`src/hdl/tsh_pkg.sv`:
```
// Shared types and constants for the k-smallest max-heap selector.
// Used by tsh_out_reg and topk_smallest_max_heap; depends on nothing.
`timescale 1ns / 1ps
`default_nettype none

package tsh_pkg;

    localparam int HEAP_SIZE  = 16;
    localparam int DIST_BITS  = 32;
    localparam int INDEX_BITS = 24;

    localparam int ADDR_W  = (HEAP_SIZE > 1) ? $clog2(HEAP_SIZE) : 1;
    localparam int CNT_W   = $clog2(HEAP_SIZE + 1);
    localparam int ENTRY_W = DIST_BITS + INDEX_BITS;
    localparam int TDATA_W = ((ENTRY_W + 7) / 8) * 8;

    typedef struct packed {
        logic [INDEX_BITS-1:0] index;
        logic [DIST_BITS-1:0]  distance;
    } t_entry;

    typedef struct packed {
        logic   last;
        t_entry ent;
    } t_result;

    typedef enum logic [3:0] {
        ST_IDLE,
        ST_UP,
        ST_UP_CMP,
        ST_ROOT,
        ST_ROOT_CMP,
        ST_DN_RD,
        ST_DN_CMP,
        ST_DN_END,
        ST_DR_RD,
        ST_DR_OUT
    } t_state;

endpackage

`default_nettype wire

```
`src/hdl/tsh_ram.sv`:
```
// Generic RAM: one write port, two read ports, read data registered.
// No dependencies.
`timescale 1ns / 1ps
`default_nettype none

module tsh_ram #(
    parameter int DATA_W = 8,
    parameter int DEPTH  = 16
) (
    input  wire logic                                      i_clk,
    input  wire logic                                      i_we,
    input  wire logic [((DEPTH > 1) ? $clog2(DEPTH) : 1)-1:0] i_waddr,
    input  wire logic [DATA_W-1:0]                         i_wdata,
    input  wire logic [((DEPTH > 1) ? $clog2(DEPTH) : 1)-1:0] i_raddr0,
    input  wire logic [((DEPTH > 1) ? $clog2(DEPTH) : 1)-1:0] i_raddr1,
    output logic      [DATA_W-1:0]                         o_rdata0,
    output logic      [DATA_W-1:0]                         o_rdata1
);

    logic [DATA_W-1:0] r_mem [DEPTH];

    always_ff @(posedge i_clk) begin
        if (i_we) begin
            r_mem[i_waddr] <= i_wdata;
        end
        o_rdata0 <= r_mem[i_raddr0];
        o_rdata1 <= r_mem[i_raddr1];
    end

endmodule

`default_nettype wire

```
`src/hdl/tsh_out_reg.sv`:
```
// Output register for drained results; frees the heap engine from the sink.
// Depends on tsh_pkg.
`timescale 1ns / 1ps
`default_nettype none

module tsh_out_reg (
    input  wire logic             i_clk,
    input  wire logic             i_rst_n,
    input  wire logic             i_push,
    input  wire tsh_pkg::t_result i_res,
    output logic                  o_free,
    output logic                  o_valid,
    input  wire logic             i_ready,
    output tsh_pkg::t_result      o_res
);

    logic             r_valid;
    tsh_pkg::t_result r_res;

    // slot can be loaded when empty or being emptied this cycle
    assign o_free  = !r_valid || i_ready;
    assign o_valid = r_valid;
    assign o_res   = r_res;

    always_ff @(posedge i_clk) begin
        if (!i_rst_n) begin
            r_valid <= 1'b0;
        end else if (i_push) begin
            r_valid <= 1'b1;
        end else if (i_ready) begin
            r_valid <= 1'b0;
        end
    end

    always_ff @(posedge i_clk) begin
        if (i_push) begin
            r_res <= i_res;
        end
    end

endmodule

`default_nettype wire

```
`src/hdl/topk_smallest_max_heap.sv`:
```
// K-smallest selector over a (distance, index) stream, binary max-heap in one RAM.
// Each transaction is accepted in IDLE. An insert then climbs through UP and UP_CMP per
// level; a root replacement reads the root (ROOT, ROOT_CMP) and sifts down through DN_RD and
// DN_CMP per level, with DN_END writing back at a leaf; a dropped candidate ends after ROOT_CMP.
// Each drained result passes DR_RD and DR_OUT, which waits out any output stall, then its
// sift-down. Reset (sync, active low) empties the heap via the count; RAM not cleared.
`timescale 1ns / 1ps
`default_nettype none

module topk_smallest_max_heap (
    input  wire logic                         i_clk,
    input  wire logic                         i_rst_n,
    // candidate stream
    input  wire logic                         s_axis_tvalid,
    output logic                              s_axis_tready,
    input  wire logic [tsh_pkg::TDATA_W-1:0]  s_axis_tdata,  // cand_dist, cand_index
    input  wire logic                         s_axis_tlast,  // cand_last
    // drained results, largest distance first
    output logic                              m_axis_tvalid,
    input  wire logic                         m_axis_tready,
    output logic      [tsh_pkg::TDATA_W-1:0]  m_axis_tdata,  // out_dist, out_index
    output logic                              m_axis_tlast   // out_last
);

    localparam int AW = tsh_pkg::ADDR_W;
    localparam int CW = tsh_pkg::CNT_W;
    localparam int KW = tsh_pkg::ADDR_W + 2;   // child index before range check

    // ------------------------------------------------------------------
    // Control registers
    // ------------------------------------------------------------------
    tsh_pkg::t_state r_state, n_state;
    logic [CW-1:0]   r_count, n_count;   // held entries
    logic [AW-1:0]   r_pos,   n_pos;     // current hole in the heap
    logic            r_last,  n_last;    // drain after this transaction
    tsh_pkg::t_entry r_x,     n_x;       // entry being placed

    // ------------------------------------------------------------------
    // Heap RAM ports
    // ------------------------------------------------------------------
    logic                         ram_we;
    logic [AW-1:0]                ram_waddr;
    tsh_pkg::t_entry              ram_wdata;
    logic [AW-1:0]                ram_raddr0, ram_raddr1;
    logic [tsh_pkg::ENTRY_W-1:0]  ram_rdata0, ram_rdata1;
    tsh_pkg::t_entry              rd0, rd1;

    assign rd0 = tsh_pkg::t_entry'(ram_rdata0);
    assign rd1 = tsh_pkg::t_entry'(ram_rdata1);

    tsh_ram #(
        .DATA_W (tsh_pkg::ENTRY_W),
        .DEPTH  (tsh_pkg::HEAP_SIZE)
    ) u_ram (
        .i_clk    (i_clk),
        .i_we     (ram_we),
        .i_waddr  (ram_waddr),
        .i_wdata  (ram_wdata),
        .i_raddr0 (ram_raddr0),
        .i_raddr1 (ram_raddr1),
        .o_rdata0 (ram_rdata0),
        .o_rdata1 (ram_rdata1)
    );

    // ------------------------------------------------------------------
    // Output register
    // ------------------------------------------------------------------
    logic             out_push, out_free;
    tsh_pkg::t_result out_in, out_q;

    tsh_out_reg u_out (
        .i_clk   (i_clk),
        .i_rst_n (i_rst_n),
        .i_push  (out_push),
        .i_res   (out_in),
        .o_free  (out_free),
        .o_valid (m_axis_tvalid),
        .i_ready (m_axis_tready),
        .o_res   (out_q)
    );

    always_comb begin
        m_axis_tdata = '0;
        m_axis_tdata[tsh_pkg::ENTRY_W-1:0] = out_q.ent;
        m_axis_tlast = out_q.last;
    end

    // ------------------------------------------------------------------
    // Shared decisions
    // ------------------------------------------------------------------
    logic            in_acc;
    tsh_pkg::t_entry in_ent;
    logic            not_full;
    logic [AW-1:0]   parent;
    logic [KW-1:0]   lkid, rkid, sel_kid, sel_kid_l;
    logic            pick_r, dn_stop, kid_has_kids, up_swap, root_repl;
    tsh_pkg::t_entry kid;
    logic [CW-1:0]   tail;

    assign s_axis_tready = (r_state == tsh_pkg::ST_IDLE);
    assign in_acc        = s_axis_tvalid && s_axis_tready;
    assign in_ent        = tsh_pkg::t_entry'(s_axis_tdata[tsh_pkg::ENTRY_W-1:0]);
    assign not_full      = (r_count < CW'(tsh_pkg::HEAP_SIZE));

    assign parent    = AW'((r_pos - 1'b1) >> 1);
    assign lkid      = {1'b0, r_pos, 1'b1};
    assign rkid      = lkid + 1'b1;
    // right child only if in range and strictly larger; parent stays only if strictly larger
    assign pick_r    = (rkid < KW'(r_count)) && (rd1.distance > rd0.distance);
    assign kid       = pick_r ? rd1 : rd0;
    assign sel_kid   = pick_r ? rkid : lkid;
    assign sel_kid_l = {1'b0, sel_kid[AW-1:0], 1'b1};
    assign dn_stop   = (r_x.distance > kid.distance);
    assign kid_has_kids = (sel_kid_l < KW'(r_count));

    assign up_swap   = (r_x.distance > rd0.distance);
    assign root_repl = (rd0.distance > r_x.distance);
    assign tail      = r_count - 1'b1;

    // ------------------------------------------------------------------
    // Next state
    // ------------------------------------------------------------------
    always_comb begin
        n_state = r_state;
        unique case (r_state)
            tsh_pkg::ST_IDLE: begin
                if (in_acc) begin
                    n_state = not_full ? tsh_pkg::ST_UP : tsh_pkg::ST_ROOT;
                end
            end
            tsh_pkg::ST_UP: begin
                if (r_pos == '0) begin
                    n_state = r_last ? tsh_pkg::ST_DR_RD : tsh_pkg::ST_IDLE;
                end else begin
                    n_state = tsh_pkg::ST_UP_CMP;
                end
            end
            tsh_pkg::ST_UP_CMP: begin
                if (up_swap) begin
                    n_state = tsh_pkg::ST_UP;
                end else begin
                    n_state = r_last ? tsh_pkg::ST_DR_RD : tsh_pkg::ST_IDLE;
                end
            end
            tsh_pkg::ST_ROOT: begin
                n_state = tsh_pkg::ST_ROOT_CMP;
            end
            tsh_pkg::ST_ROOT_CMP: begin
                if (root_repl) begin
                    n_state = (r_count > CW'(1)) ? tsh_pkg::ST_DN_RD : tsh_pkg::ST_DN_END;
                end else begin
                    n_state = r_last ? tsh_pkg::ST_DR_RD : tsh_pkg::ST_IDLE;
                end
            end
            tsh_pkg::ST_DN_RD: begin
                n_state = tsh_pkg::ST_DN_CMP;
            end
            tsh_pkg::ST_DN_CMP: begin
                if (dn_stop) begin
                    n_state = r_last ? tsh_pkg::ST_DR_RD : tsh_pkg::ST_IDLE;
                end else begin
                    n_state = kid_has_kids ? tsh_pkg::ST_DN_RD : tsh_pkg::ST_DN_END;
                end
            end
            tsh_pkg::ST_DN_END: begin
                n_state = r_last ? tsh_pkg::ST_DR_RD : tsh_pkg::ST_IDLE;
            end
            tsh_pkg::ST_DR_RD: begin
                n_state = tsh_pkg::ST_DR_OUT;
            end
            tsh_pkg::ST_DR_OUT: begin
                if (out_free) begin
                    if (tail == '0) begin
                        n_state = tsh_pkg::ST_IDLE;
                    end else if (tail > CW'(1)) begin
                        n_state = tsh_pkg::ST_DN_RD;
                    end else begin
                        n_state = tsh_pkg::ST_DN_END;
                    end
                end
            end
            default: n_state = tsh_pkg::ST_IDLE;
        endcase
    end

    // ------------------------------------------------------------------
    // Datapath and RAM control
    // ------------------------------------------------------------------
    always_comb begin
        n_count    = r_count;
        n_pos      = r_pos;
        n_last     = r_last;
        n_x        = r_x;
        ram_we     = 1'b0;
        ram_waddr  = r_pos;
        ram_wdata  = r_x;
        ram_raddr0 = '0;
        ram_raddr1 = '0;
        out_push   = 1'b0;
        out_in     = '{last: (tail == '0), ent: rd0};
        unique case (r_state) inside
            tsh_pkg::ST_IDLE: begin
                if (in_acc) begin
                    n_x    = in_ent;
                    n_last = s_axis_tlast;
                    if (not_full) begin
                        // new entry starts in the first free slot
                        n_pos   = AW'(r_count);
                        n_count = r_count + 1'b1;
                    end
                end
            end
            tsh_pkg::ST_UP: begin
                ram_raddr0 = parent;
                ram_we     = (r_pos == '0);
            end
            tsh_pkg::ST_UP_CMP: begin
                ram_we = 1'b1;
                if (up_swap) begin
                    ram_wdata = rd0;     // parent moves down into the hole
                    n_pos     = parent;
                end
            end
            tsh_pkg::ST_ROOT: begin
                ram_raddr0 = '0;
            end
            tsh_pkg::ST_ROOT_CMP: begin
                n_pos = '0;
            end
            tsh_pkg::ST_DN_RD: begin
                ram_raddr0 = lkid[AW-1:0];
                ram_raddr1 = rkid[AW-1:0];
            end
            tsh_pkg::ST_DN_CMP: begin
                ram_we = 1'b1;
                if (!dn_stop) begin
                    ram_wdata = kid;     // larger child moves up into the hole
                    n_pos     = sel_kid[AW-1:0];
                end
            end
            tsh_pkg::ST_DN_END: begin
                ram_we = 1'b1;
            end
            tsh_pkg::ST_DR_RD, tsh_pkg::ST_DR_OUT: begin
                ram_raddr0 = '0;
                ram_raddr1 = tail[AW-1:0];
                if (r_state == tsh_pkg::ST_DR_OUT && out_free) begin
                    out_push = 1'b1;
                    n_count  = tail;
                    n_x      = rd1;     // tail entry refills the root
                    n_pos    = '0;
                    if (tail == '0) begin
                        n_last = 1'b0;
                    end
                end
            end
            default: ;
        endcase
    end

    // ------------------------------------------------------------------
    // Registers
    // ------------------------------------------------------------------
    always_ff @(posedge i_clk) begin
        if (!i_rst_n) begin
            r_state <= tsh_pkg::ST_IDLE;
            r_count <= '0;
            r_pos   <= '0;
            r_last  <= 1'b0;
        end else begin
            r_state <= n_state;
            r_count <= n_count;
            r_pos   <= n_pos;
            r_last  <= n_last;
        end
    end

    always_ff @(posedge i_clk) begin
        r_x <= n_x;
    end

endmodule

`default_nettype wire

```
`config.mk`:
```
export PLATFORM = sky130hd
export DESIGN_NAME = topk_smallest_max_heap
export DESIGN_NICKNAME = d
export VERILOG_FILES = /design/src/hdl/tsh_pkg.sv /design/src/hdl/tsh_ram.sv /design/src/hdl/tsh_out_reg.sv /design/src/hdl/topk_smallest_max_heap.sv
export SDC_FILE = /design/constraint.sdc
export NUM_CORES = 2
export LEC_CHECK = 0
export ABC_CLOCK_PERIOD_IN_PS = 6800
export BUFFER_PORTS_ARGS = -buffer_cell sky130_fd_sc_hd__buf_2
export CORE_MARGIN = 1
export CORE_UTILIZATION = 45
export DETAILED_ROUTE_END_ITERATION = 10
export PLACE_DENSITY = 0.72
export SLEW_MARGIN = 40
export SYNTH_ARGS = -nofsm -noshare
export SYNTH_HDL_FRONTEND = slang
export SYNTH_SLANG_ARGS = --single-unit
```
`constraint.sdc`:
```
create_clock -name i_clk -period 6.8 [get_ports i_clk]
set_clock_uncertainty 0.05 [all_clocks]
set_input_delay 0.68 -clock i_clk [delete_from_list [all_inputs] [get_ports i_clk]]
set_output_delay 0.68 -clock i_clk [all_outputs]
set_load 0.02 [all_outputs]
```
==> impl_summary.md <==
Final layout
The area growth from synthesis to layout is 12.8%. The top cell types in the final layout, fill and taps aside, are 1009 x edfxtp_1, 770 x nand2_1, 344 x a211oi_1, 282 x and2_1, 224 x mux4_2. The number of nets in the finished design is 4262. The finished cells cover 60400 sq um.

Cells fill 51.2% of the core in the end. The proportion of layout cells with a drive suffix above 1 is ~16%. The commonest non-fill, non-tap cell in the layout is edfxtp_1.

The number of antenna repair diodes is 0. The number of fillers in the final layout is 9591. The number of non-filler instances in the completed layout is 5720.

Job
Max-cap violations in this run came to 0.

Die
The initialized floorplan defines 126 standard-cell rows. The core region is 118000 sq um. Once the floorplan was initialized, standard cells occupied around 45% of the core. The area enclosed by the die boundary is 120000 sq um. The chip width is 347 um.

During I/O placement, the number of pins put on the boundary was 120. The die extent in y is 347 um.

Synthesis
Counting flops with an async set or reset pin after synthesis yields a share of 0%. The library cell occupying the most area in the post-synthesis netlist is edfxtp_1. The number of storage elements in the synthesis netlist is 1136. The number of nets in the synthesized netlist is 4245. The portion of synthesized cell area occupied by the leading cell type is a little under three fifths. The synthesized design contains 1009 enable-type register cells. The number of warning messages in the yosys log is 0. Synthesis produced 4071 cells. In the synthesized netlist the dominant register cell turns out to be edfxtp_1. The sequential-to-total area share from yosys stat is between 60% and 70%. The post-synth design cell area is 53600 sq um. The average size of a mapped cell is 13.2 sq um. By area the synthesized netlist is led by edfxtp_1 57%, mux4_2 9.4%, nand2_1 5.4%. The count of unique library cells instantiated by Yosys is 65.

Clock network
The number of gates resized after CTS is 0. The clock tree synthesis step divided the H-tree into 3 levels. Clock-pin slew was measured on the worst setup and hold paths at 0.07 ns.

The tree is rooted in a clkbuf_16. The number of buffers on the longest clock path is 3. The number of setup buffers added after CTS is 0. TritonCTS built the clock tree. The number of clock buffers added by TritonCTS is 109.

The clock sink count is 1136. Clock latency on the worst-skew pair, taken at its later pin, is ~0.70 ns. Hold repair after CTS inserted 0 buffers.

Placement
Port buffering added 119 buffers. Prior to clock tree synthesis, the placed netlist has a worst setup slack of 0.834 ns. After legalization and detailed placement, the total HPWL measured 83200 um. The global placer's final weighted congestion is 0.900.

After detailed placement, the design holds a cell count of 5510. Summing all placed instances gives a cell area of 56300 sq um.

Timing
The total count of max-transition violations in the final report is 0. The setup-violating endpoint count in the final report is 0. Based on the critical path, the design can be clocked at up to 163 MHz.

The headroom to the max-slew limit is between 40 and 50%. The share of the clock period used by the worst path after layout is 90.1%. For the finished layout, the period the worst path requires is 6.12 ns. At the pin with the least slew margin, the transition time is around 0.9 ns.

The count of endpoints failing hold in the final timing report is 0. The final hold slack is 0.208 ns. After layout, the worst setup slack is just under 0.7 ns.

Adding up every negative setup slack in the final design gives 0 ns. Setup repair after global routing left no endpoint under its margin.

Critical path
Along the worst path, the maximum fanout reaches 16. For the worst setup path, the data required time is between 7 and 8 ns. The worst setup path is captured at a flop. The cell depth of the worst flop-to-flop path is 19.

The data arrival at the endpoint of the critical path is 6.50 ns. The kind of start point of the critical path is a flop. The critical path class is flop to flop.

Global route
The maximum number of pins on one net before global-route repair is between 200 and 250. Summed over all layers, the global routing overflow is 0. The number of antenna violations at the first check in global routing is 9. The number of global-route vias before repair came to 35839. The first global-routing pass estimated 219000 um of wire. Global routing consumed, over all layers together, 24.1% of the routing resources.

Power
The final total power is 18.1 mW. Dividing total power by cell area gives a power density of 300 nW/um^2. Summed over all cells, the static leakage comes to 20.4 nW. Across the VDD grid, the largest voltage drop is between 0.2 and 0.25 mV.

Detailed routing
The number of search-and-repair iterations in the first detailed-routing pass is 6. The DRC marker count from the first detailed-route iteration is 4197. The routed length per placed instance is 25.9 um. The wire length after detailed routing is 148000 um. The post-route antenna net violation count is 0. In the routed design, unresolved DRC markers number 0. The via count normalized by instance count is 6.36. The via total after detailed routing is 36356.

Status
The run finished with clean final reports.

Worst hold path
The path class of the tightest hold or removal check is input port to flop. The cell depth of the worst hold path is 3.
-- Yosys cell counts (all sizes together) (7+ instances only) --
| cell | number |
|---|---|
| and3 | 27 |
| ha | 113 |
| o211ai | 7 |
| nand2 | 771 |
| a21oi | 161 |
| a31oi | 170 |
| nor3 | 12 |
| a311oi | 115 |
| mux2i | 32 |
| a21o | 11 |
| nand3 | 20 |
| buf | 94 |
| a211oi | 344 |
| o21ai | 29 |
| xnor2 | 11 |
| inv | 78 |
| edfxtp | 1009 |
| nand4 | 15 |
| clkbuf | 224 |
| and2 | 285 |
| mux4 | 224 |
| dfxtp | 127 |
| a221o | 59 |
| nor2 | 72 |
-- area by class of cell --
class / count / area, sq um / area share [%]
Clock inverter: 74 / 1060 / 1.76
Clock buffer: 133 / 3030 / 5.02
Multi-Input combinational cell: 2538 / 19400 / 32.0
Sequential cell: 1136 / 32800 / 54.4
Tap cell: 1536 / 1920 / 3.18
Timing Repair Buffer: 224 / 1910 / 3.15
Inverter: 79 / 297 / 0.491
-- worst max-delay path: stages, from the launching register on --
cell	delay, ns
dfxtp_1	0.42
inv_1	0.07
ha_1	0.30
a21oi_1	0.13
nand2_1	0.07
a221o_1	0.36
o31a_1	0.37
o21ai_4	0.51
buf_8	0.23
mux2i_1	0.25
ha_1	0.29
a21o_1	0.27
a211oi_1	0.27
or4b_1	0.52
a222oi_1	0.33
buf_4	0.21
o21ai_4	0.13
nor2_4	0.24
buf_4	0.28
a221o_1	0.51
-- final timing paths --
| path | startpoint | end | slack [ns] |
|---|---|---|---|
| worst max register to register | u_ram.o_rdata0[14] | u_ram.r_mem[13][38] | 0.68 |
| worst min register to register | u_ram.o_rdata0[43] | u_out.o_res[43] | 0.40 |
| worst max-delay path | u_ram.o_rdata0[14] | u_ram.r_mem[13][38] | 0.68 |
| worst min-delay path | s_axis_tdata[33] | r_x[33] | 0.21 |
-- state kept, by name, indices dropped and copies added, names as in the netlist --
name	flops
r_count	5
r_last	1
r_pos	4
r_state	4
r_x	56
u_out.o_res	57
u_out.o_valid	1
u_ram.o_rdata0	56
u_ram.o_rdata1	56
u_ram.r_mem	896
-- where the power goes --
group	internal [mW]	switching, mW
registers	8.05	0.269
clock network	4.06	2.69
logic	1.13	1.90
-- logic make-up after synthesis --
kind of cell / Yosys count / synth area share [%]
simple gates: 1228 / 10.4
flops: 1136 / 61.3
fa+ha+maj: 113 / 2.64
xor+xnor: 13 / 0.213
compound gates: 928 / 12.4
mux: 256 / 10.0
buf+inv: 397 / 3.09
-- metal layers --
layer | track usage, % | up-vias | wire length (um)
met1 | 31.3 | 18096 | 57100
li1 | - | 15856 | -
met3 | 3.84 | 365 | 14000
met2 | 40.6 | 2023 | 71500
met5 | 0 | - | 97
met4 | 9.47 | 16 | 5200
Note: power is estimated with default switching activity, not from simulation.
